==> src/rtl/hmg_pkg.sv <==
package hmg_pkg;

    // Largest map the row buffers hold.
    localparam int MAX_WIDTH  = 1024;
    localparam int MAX_LENGTH = 1024;

    localparam int COL_W   = $clog2(MAX_WIDTH);
    localparam int ROW_W   = $clog2(MAX_LENGTH) + 1;
    localparam int CMP_W   = 14;
    localparam int CFG_W   = 11;
    localparam int SCALE_W = 12;
    localparam int DATA_W  = 12;
    localparam int BYTE_W  = 8;
    localparam int HGT_W   = 20;
    localparam int IDX_W   = 20;
    localparam int ROOT_W  = 31;
    localparam int REM_W   = 32;
    localparam int NUM_W   = 20;
    localparam int CNT_W   = 5;
    localparam int SQV_W   = 62;
    localparam int SUM_W   = 42;
    localparam int NRM_W   = 16;

    // Configuration register indexes.
    localparam logic [1:0] REG_MAP_WIDTH    = 2'd0;
    localparam logic [1:0] REG_MAP_LENGTH   = 2'd1;
    localparam logic [1:0] REG_HEIGHT_SCALE = 2'd2;

    // Result kinds.
    localparam logic KIND_VERTEX = 1'b0;
    localparam logic KIND_INDEX  = 1'b1;

    // Offsets of a triangle corner from the vertex index.
    localparam logic [1:0] OFS_ZERO  = 2'd0;
    localparam logic [1:0] OFS_W     = 2'd1;
    localparam logic [1:0] OFS_W_ONE = 2'd2;
    localparam logic [1:0] OFS_ONE   = 2'd3;

    typedef struct packed {
        logic                start;
        logic [REM_W-1:0]    init_rem;
        logic [NUM_W-1:0]    num;
        logic [CNT_W-1:0]    steps;
        logic [ROOT_W-1:0]   divisor;
    } div_req_t;

    // Corner order of the two triangles of a quad; the diagonal flips with
    // the parity of the vertex index.
    function automatic logic [1:0] tri_offset(input logic [2:0] step, input logic odd);
        logic [1:0] code;
        code = OFS_ZERO;
        if (!odd) begin
            case (step)
                3'd0:    code = OFS_ZERO;
                3'd1:    code = OFS_W;
                3'd2:    code = OFS_W_ONE;
                3'd3:    code = OFS_ZERO;
                3'd4:    code = OFS_W_ONE;
                3'd5:    code = OFS_ONE;
                default: code = OFS_ZERO;
            endcase
        end
        else begin
            case (step)
                3'd0:    code = OFS_ZERO;
                3'd1:    code = OFS_W;
                3'd2:    code = OFS_ONE;
                3'd3:    code = OFS_ONE;
                3'd4:    code = OFS_W;
                3'd5:    code = OFS_W_ONE;
                default: code = OFS_ZERO;
            endcase
        end
        return code;
    endfunction

endpackage

==> src/rtl/hmg_divider.sv <==
module hmg_divider
    import hmg_pkg::*;
(
    input  logic             clk,
    input  logic             rst_n,
    input  div_req_t         req,
    output logic             done,
    output logic [NUM_W-1:0] quotient
);

    // Restoring division, two quotient bits per cycle.
    logic [REM_W-1:0]  rem_reg, rem_next;
    logic [NUM_W-1:0]  num_reg, num_next;
    logic [NUM_W-1:0]  quot_reg, quot_next;
    logic [ROOT_W-1:0] div_reg;
    logic [CNT_W-1:0]  cnt_reg;
    logic              busy_reg;
    logic              done_reg;

    always_comb
    begin
        logic [REM_W-1:0] t;
        rem_next  = rem_reg;
        num_next  = num_reg;
        quot_next = quot_reg;
        for (int j = 0; j < 2; j++)
        begin
            t = {rem_next[REM_W-2:0], num_next[NUM_W-1]};
            num_next = {num_next[NUM_W-2:0], 1'b0};
            if (t >= REM_W'(div_reg))
            begin
                t = t - REM_W'(div_reg);
                quot_next = {quot_next[NUM_W-2:0], 1'b1};
            end
            else
            begin
                quot_next = {quot_next[NUM_W-2:0], 1'b0};
            end
            rem_next = t;
        end
    end

    always_ff @(posedge clk or negedge rst_n)
    begin
        if (!rst_n)
        begin
            busy_reg <= 1'b0;
            done_reg <= 1'b0;
            cnt_reg  <= '0;
        end
        else if (req.start)
        begin
            busy_reg <= 1'b1;
            done_reg <= 1'b0;
            cnt_reg  <= req.steps;
        end
        else if (busy_reg)
        begin
            cnt_reg <= cnt_reg - CNT_W'(2);
            if (cnt_reg <= CNT_W'(2))
            begin
                busy_reg <= 1'b0;
                done_reg <= 1'b1;
            end
        end
        else
        begin
            done_reg <= 1'b0;
        end
    end

    always_ff @(posedge clk)
    begin
        if (req.start)
        begin
            rem_reg  <= req.init_rem;
            num_reg  <= req.num;
            quot_reg <= '0;
            div_reg  <= req.divisor;
        end
        else if (busy_reg)
        begin
            rem_reg  <= rem_next;
            num_reg  <= num_next;
            quot_reg <= quot_next;
        end
    end

    assign done     = done_reg;
    assign quotient = quot_reg;

endmodule

==> config.mk <==
export PLATFORM = sky130hd
export DESIGN_NAME = hmg_divider
export DESIGN_NICKNAME = d
export VERILOG_FILES = /design/src/rtl/hmg_pkg.sv /design/src/rtl/hmg_divider.sv
export SDC_FILE = /design/constraint.sdc
export NUM_CORES = 1
export LEC_CHECK = 0
export BUFFER_PORTS_ARGS = -buffer_cell sky130_fd_sc_hd__clkbuf_2
export CORE_MARGIN = 2
export CORE_UTILIZATION = 53
export CTS_CLUSTER_DIAMETER = 40
export DETAILED_ROUTE_END_ITERATION = 8
export PLACE_DENSITY = 0.78
export SLEW_MARGIN = 20
export SYNTH_ARGS = -nofsm -noshare
export SYNTH_HDL_FRONTEND = slang
export SYNTH_SLANG_ARGS = --single-unit
==> constraint.sdc <==
create_clock -name clk -period 5.15 [get_ports clk]
set_input_delay 0.515 -clock clk [delete_from_list [all_inputs] [get_ports clk]]
set_output_delay 0.515 -clock clk [all_outputs]
set_load 0.005 [all_outputs]
== Word level (Yosys, flattened, before mapping) ==
Index checks and enable logic that the tools add are counted.

* Register bits after elaboration: 109
* Bits of input ports: 91
* Output and inout bits: 21
* Word-level logic and storage cells: 31

* Equality and inequality tests: 1
* Add/sub/neg operators: 3
* Multiplexer cells: 16
* Magnitude comparators: 3
* Reduce and logical (&&, ||, !) cells: 1

{| class="wikitable"
|+ Operators by type and width
! cell !! number
|-
| 31-bit 2-to-1 mux || 4
|-
| 32-bit by 31-bit >= comparator with 1-bit output || 2
|-
| 31-bit subtractor || 2
|-
| 20-bit 2-to-1 mux || 2
|-
| 5-bit 2-to-1 mux || 2
|-
| 1-bit 2-to-1 mux || 8
|-
| 5-bit by 2-bit <= comparator with 1-bit output (second input constant) || 1
|-
| 5-bit by 2-bit subtractor with 5-bit output (second input constant) || 1
|-
| 3-bit by 2-bit inequality test with 1-bit output (second input constant) || 1
|-
| 2-bit nonzero test || 1
|}

== Logic depth before layout (Yosys ltp) ==
* Depth after elaboration: 6
* Depth in mapped cells: 26
* Mapped depth without buffers: 22

== Worst setup path before layout ==
OpenSTA, ideal clock, no wires.

* Path type: register to register
* Start point: reg num_reg[19]
* End point: reg rem_reg[26] (data pin)
* Required time: 4.880 ns
* Period minus slack after synthesis: 5.180 ns
* Buffers on the path: 5
* Cell stages (with the launch flop): 27
* Arrival: 4.910 ns
* Setup time: 0.270 ns
* Slack: -0.030 ns
* Cell sequence: edfxtp_1 inv_1 ha_1 inv_1 fa_1 a21o_1 a31oi_1 o31ai_2 o311a_1 o21a_1 buf_2 buf_1 nor2_1 a21oi_1 ha_1 clkbuf_1 nand3_1 a2111oi_0 o21ai_0 a21oi_1 nor3_1 o21ai_0 or3_1 buf_4 buf_6 mux2i_1 a21oi_1

* Word-level cells in the longest chain between the ends: 6
* Elaborated cells on any way between the ends: 8
* Classes of those cells: add/sub: 2; order compare: 2; mux: 4

{| class="wikitable"
|+ Ends and longest elaborated chain
! item !! line !! text
|-
| start: declaration || hmg_divider.sv:13 || <nowiki>logic [NUM_W-1:0] num_reg, num_next;</nowiki>
|-
| start signal: assignment || hmg_divider.sv:77 || <nowiki>num_reg <= req.num;</nowiki>
|-
| start signal: assignment || hmg_divider.sv:84 || <nowiki>num_reg <= num_next;</nowiki>
|-
| 31-bit subtractor / 32-bit by 31-bit >= comparator with 1-bit output (equally long branches) || hmg_divider.sv:32, hmg_divider.sv:30 ||
|-
| 31-bit 2-to-1 mux * || hmg_divider.sv:30 || <nowiki>if (t >= REM_W'(div_reg))</nowiki>
|-
| 31-bit subtractor / 32-bit by 31-bit >= comparator with 1-bit output (equally long branches) || hmg_divider.sv:32, hmg_divider.sv:30 ||
|-
| 31-bit 2-to-1 mux * || hmg_divider.sv:30 ||
|-
| 31-bit 2-to-1 mux * || hmg_divider.sv:81 || <nowiki>else if (busy_reg)</nowiki>
|-
| 31-bit 2-to-1 mux * || hmg_divider.sv:74 || <nowiki>if (req.start)</nowiki>
|-
| end signal: assignment || hmg_divider.sv:76 || <nowiki>rem_reg <= req.init_rem;</nowiki>
|-
| end signal: assignment || hmg_divider.sv:83 || <nowiki>rem_reg <= rem_next;</nowiki>
|-
| end: declaration || hmg_divider.sv:12 || <nowiki>logic [REM_W-1:0] rem_reg, rem_next;</nowiki>
|}

Every way passes the cells marked *; elsewhere a longest branch is shown, timed or not. The select of a mux whose other input is x is not followed.
A chain may end at the register's enable or synchronous reset.

== Worst setup path after layout ==
* Start point: reg num_reg[19]
* End point: reg rem_reg[13] (data pin)

Same word-level chain as after synthesis.

==> flow_results.org <==
** Synthesis
- Of the post-synthesis cell area, the dominant cell type holds 0.299.
- The number of different library cells used by synthesis comes to 71.
- Post-synthesis register bit count :: 109
- Proportion of synthesized flip-flops having asynchronous set or reset :: 0.0642
- Leading cell type by number of instances after synthesis :: sky130_fd_sc_hd__edfxtp_1
- Yosys warnings :: 0
- Largest area contributor in the synthesized netlist :: sky130_fd_sc_hd__edfxtp_1
- After synthesis, the most frequently instantiated cells are sky130_fd_sc_hd__edfxtp_1, sky130_fd_sc_hd__nor2_1, sky130_fd_sc_hd__a21oi_1, sky130_fd_sc_hd__nand2_1, sky130_fd_sc_hd__ha_1.
- Average size of a mapped cell :: 9.31 um^2
- In this run, synthesis inferred 82 flip-flops with an integrated enable.
- Biggest area contributors in the synthesized netlist :: sky130_fd_sc_hd__edfxtp_1, sky130_fd_sc_hd__ha_1, sky130_fd_sc_hd__dfxtp_1
- Register area share after synthesis :: 0.369
- Flip-flop cell with the highest count after synthesis :: sky130_fd_sc_hd__edfxtp_1
- When the netlist entered floorplanning its net count stood at 1041.
- Synthesis produced a netlist whose cell count is 885.
- The cell area that synthesis handed to floorplanning was 8240 um^2.

** Critical path
- The worst register-to-register path begins at num_reg[19].
- The cell that appears most often on the critical path is sky130_fd_sc_hd__buf_4.
- Arrival time at the worst endpoint :: 5.52 ns
- In this run the worst path has a maximum fanout of 11.
- Among cell families on the critical path, the largest total delay comes from compound AO/OA/AOI/OAI gates.
- On the worst path, the slowest cell contributes a delay of 0.41 ns.
- The worst setup path is captured at a register.
- Required time of the critical path :: 5.38 ns
- Path type of the worst setup path :: register to register
- Counting both buffers and inverters, the worst setup path holds a total of 8.
- Among all stages on the critical path, the largest delay is contributed by sky130_fd_sc_hd__edfxtp_1.
- Critical Path Start Type :: register
- The most critical setup path has its startpoint at num_reg[19].

** Floorplan
- I/O pin count :: 112
- The core region is 15200 um^2.
- Die span in y :: 129 um
- From left edge to right edge, the die measures 129 um.
- The die covers 16600 um^2.
- Initial cell density of the core :: 0.542
- Number of standard-cell rows in the floorplan :: 45

** Placed design
- Final Wtd Congestion :: 0.934
- Number of buffers inserted by port buffering :: 110
- Final HPWL DP :: 17300 um

** Global route
- After global routing the overflow that remains totals 0.
- First-pass GRT wire length :: 37300 um
- The number of global-route vias before repair is 7630.
- Entering global routing, the biggest net connects 60 pins.
- Number of antenna violations at the first check in global routing :: 0
- Total routing resource utilization after global routing :: 0.288

** STA
- The number of max-slew violations in the final report was 0.
- The clock arrives with 0.00801 ns of skew.
- Setup violations remaining at the end of the flow were counted as 15.
- The count of endpoints failing hold in the final timing report was 0.
- Setup repair after global routing missed its margin :: true
- Static timing analysis puts the maximum clock frequency at 189 MHz.
- Post-layout min period :: 5.29 ns
- Period utilisation layout :: 1.03
- Slew at the pin with the worst max-slew slack :: 0.732 ns
- Worst Hold Slack :: 0.314 ns
- PnR worst setup slack :: -0.138 ns
- Headroom to the max-slew limit came out at 0.511.

** Detailed routing
- 1st-iter DRT viols :: 682
- Count of nets left with antenna violations after detail routing :: 0
- After detailed routing, the average wire length per cell comes to 19.0 um.
- Detailed routing inserted a total of 7999 vias.
- After detailed routing, the total wire length is 25000 um.
- The first detailed-routing pass took 8 iterations.
- DRC violation count after routing :: 0
- Via-per-instance ratio :: 6.08

** Layout
- Fraction of final layout cells sized beyond drive strength 1 :: 0.361
- ANT cells :: 0
- In the final design database the tool counted 1278 nets.
- Counting the fill cells in the layout gives 1028.
- Area grow syn2layout :: 32.3%

** Run
- Across the run, the number of max-cap violations was 0.

** Outcome
- The checks that failed: negative setup slack.
- The run finished, with violations left.

** Clock tree
- Clock tree synthesis inserted a total of 9 buffers.
- The later pin in the worst-skew pair is clocked with a latency of 0.37 ns.
- TritonCTS built the clock tree.
- The H-tree generated during clock tree synthesis spans 3 levels.
- The clock passes through at most 2 buffers.
- Clock Pin Slew Worst Setup and Hold Paths :: 0.08 ns
- Root Driver :: sky130_fd_sc_hd__clkbuf_16
- CTS sink cnt :: 109

** Min path
- The path class of the tightest hold or removal check is primary input to register.
- Worst Hold Launch :: req[6]
==> cells in the final DEF (no fill, tap or decap), drive strengths merged, types with 14 or more instances in the layout <==
cell    netlist  final
mux2i        27     27
o21ai        47     47
a21o         23     23
nand2        64     64
dfxtp        20     20
clkbuf       25    119
ha           63     63
o21a         14     14
xnor2        33     33
nor2         76     76
mux2         29     29
nor3         21     21
buf          28    169
inv          50     55
a21oi        74     74
edfxtp       82     82
nand3        18     18
a31oi        16     16
==> area by class of cell <==
| class | count | area [um^2] | share of cell area |
|---|---|---|---|
| Tap cell | 188 | 235 | 0.0216 |
| Timing Repair Buffer | 279 | 1900 | 0.174 |
| Clock inverter | 6 | 75.1 | 0.00688 |
| Clock buffer | 10 | 250 | 0.0229 |
| Sequential cell | 109 | 3040 | 0.279 |
| Multi-Input combinational cell | 673 | 5220 | 0.479 |
| Inverter | 50 | 188 | 0.0172 |
==> what timing repair did <==
item	4_1_cts	5_1_grt
setup buffers	7	10
endpoints found under the setup margin	32	32
cloned	1	0
pin swaps	13	22
gates resized for setup	33	78
hold buffers	1	0
endpoints found under the hold margin	7	0
==> logic make-up (layout without fill, tap and decap cells) <==
kind of cell,Yosys count,after routing,synth area share
compound gates,256,256,0.206
xor+xnor,45,45,0.0478
fa+ha+maj,65,65,0.101
buf+inv,103,345,0.0578
flops,109,109,0.369
mux,56,56,0.0724
simple gates,251,251,0.146
==> worst register-to-register path: stages (launching register included) <==
cell                        delay [ns]
sky130_fd_sc_hd__edfxtp_1         0.41
sky130_fd_sc_hd__inv_1            0.08
sky130_fd_sc_hd__ha_2             0.18
sky130_fd_sc_hd__inv_1            0.06
sky130_fd_sc_hd__fa_2             0.35
sky130_fd_sc_hd__a21o_1           0.21
sky130_fd_sc_hd__a31oi_4          0.23
sky130_fd_sc_hd__o31ai_4          0.09
sky130_fd_sc_hd__o311a_1          0.39
sky130_fd_sc_hd__buf_4            0.15
sky130_fd_sc_hd__o21ai_4          0.15
sky130_fd_sc_hd__buf_6            0.16
sky130_fd_sc_hd__mux2_2           0.38
sky130_fd_sc_hd__ha_4             0.30
sky130_fd_sc_hd__buf_4            0.11
sky130_fd_sc_hd__nand4_1          0.16
sky130_fd_sc_hd__nor3_2           0.21
sky130_fd_sc_hd__nand2_1          0.10
sky130_fd_sc_hd__nor2_2           0.18
sky130_fd_sc_hd__nor3_2           0.07
sky130_fd_sc_hd__o21ai_1          0.14
sky130_fd_sc_hd__buf_4            0.14
sky130_fd_sc_hd__nor3_4           0.05
sky130_fd_sc_hd__buf_6            0.16
sky130_fd_sc_hd__buf_16           0.15
sky130_fd_sc_hd__or3_1            0.38
sky130_fd_sc_hd__a2bb2oi_1        0.15
==> through the flow <==
| stage | util | setup TNS (ns) | cell area, um^2 | cells | setup slack, ns |
|---|---|---|---|---|---|
| 2_1_floorplan | - | 0 | 8240 | 885 | 0.0554 |
| 3_3_place_gp | 0.650 | -5.51 | 9880 | 1280 | -0.287 |
| 3_5_place_dp | 0.650 | -8.28 | 9880 | 1280 | -0.331 |
| 4_1_cts | 0.689 | 0 | 10500 | 1305 | 0.0126 |
| 5_1_grt | 0.717 | -5.34 | 10900 | 1315 | -0.330 |
| 6_report | 0.717 | -0.844 | 10900 | 1315 | -0.138 |
==> layer usage <==
| layer | vias up | track usage | wire length, um | part of all wire |
|---|---|---|---|---|
| met2 | 419 | 0.466 | 11800 | 0.47 |
| met4 | 0 | 0.122 | 799 | 0.032 |
| met5 | - | 0 | 0 | 0 |
| met1 | 3757 | 0.368 | 10200 | 0.41 |
| li1 | 3736 | - | - | - |
| met3 | 87 | 0.0723 | 2180 | 0.087 |
==> final timing paths <==
path,slack [ns],end,depth (start not counted)
worst max-delay path,-0.14,rem_reg[13],26
worst min-delay path,0.31,div_reg[6],1
worst max register to register,-0.14,rem_reg[13],26
worst min register to register,0.52,quotient[0],2
max in group asynchronous,4.49,done,2
min in group asynchronous,0.50,cnt_reg[3],2
Power is left out: the tool's default activity adds up to more than one toggle a clock period on the data nets, which glitch-free logic cannot reach.
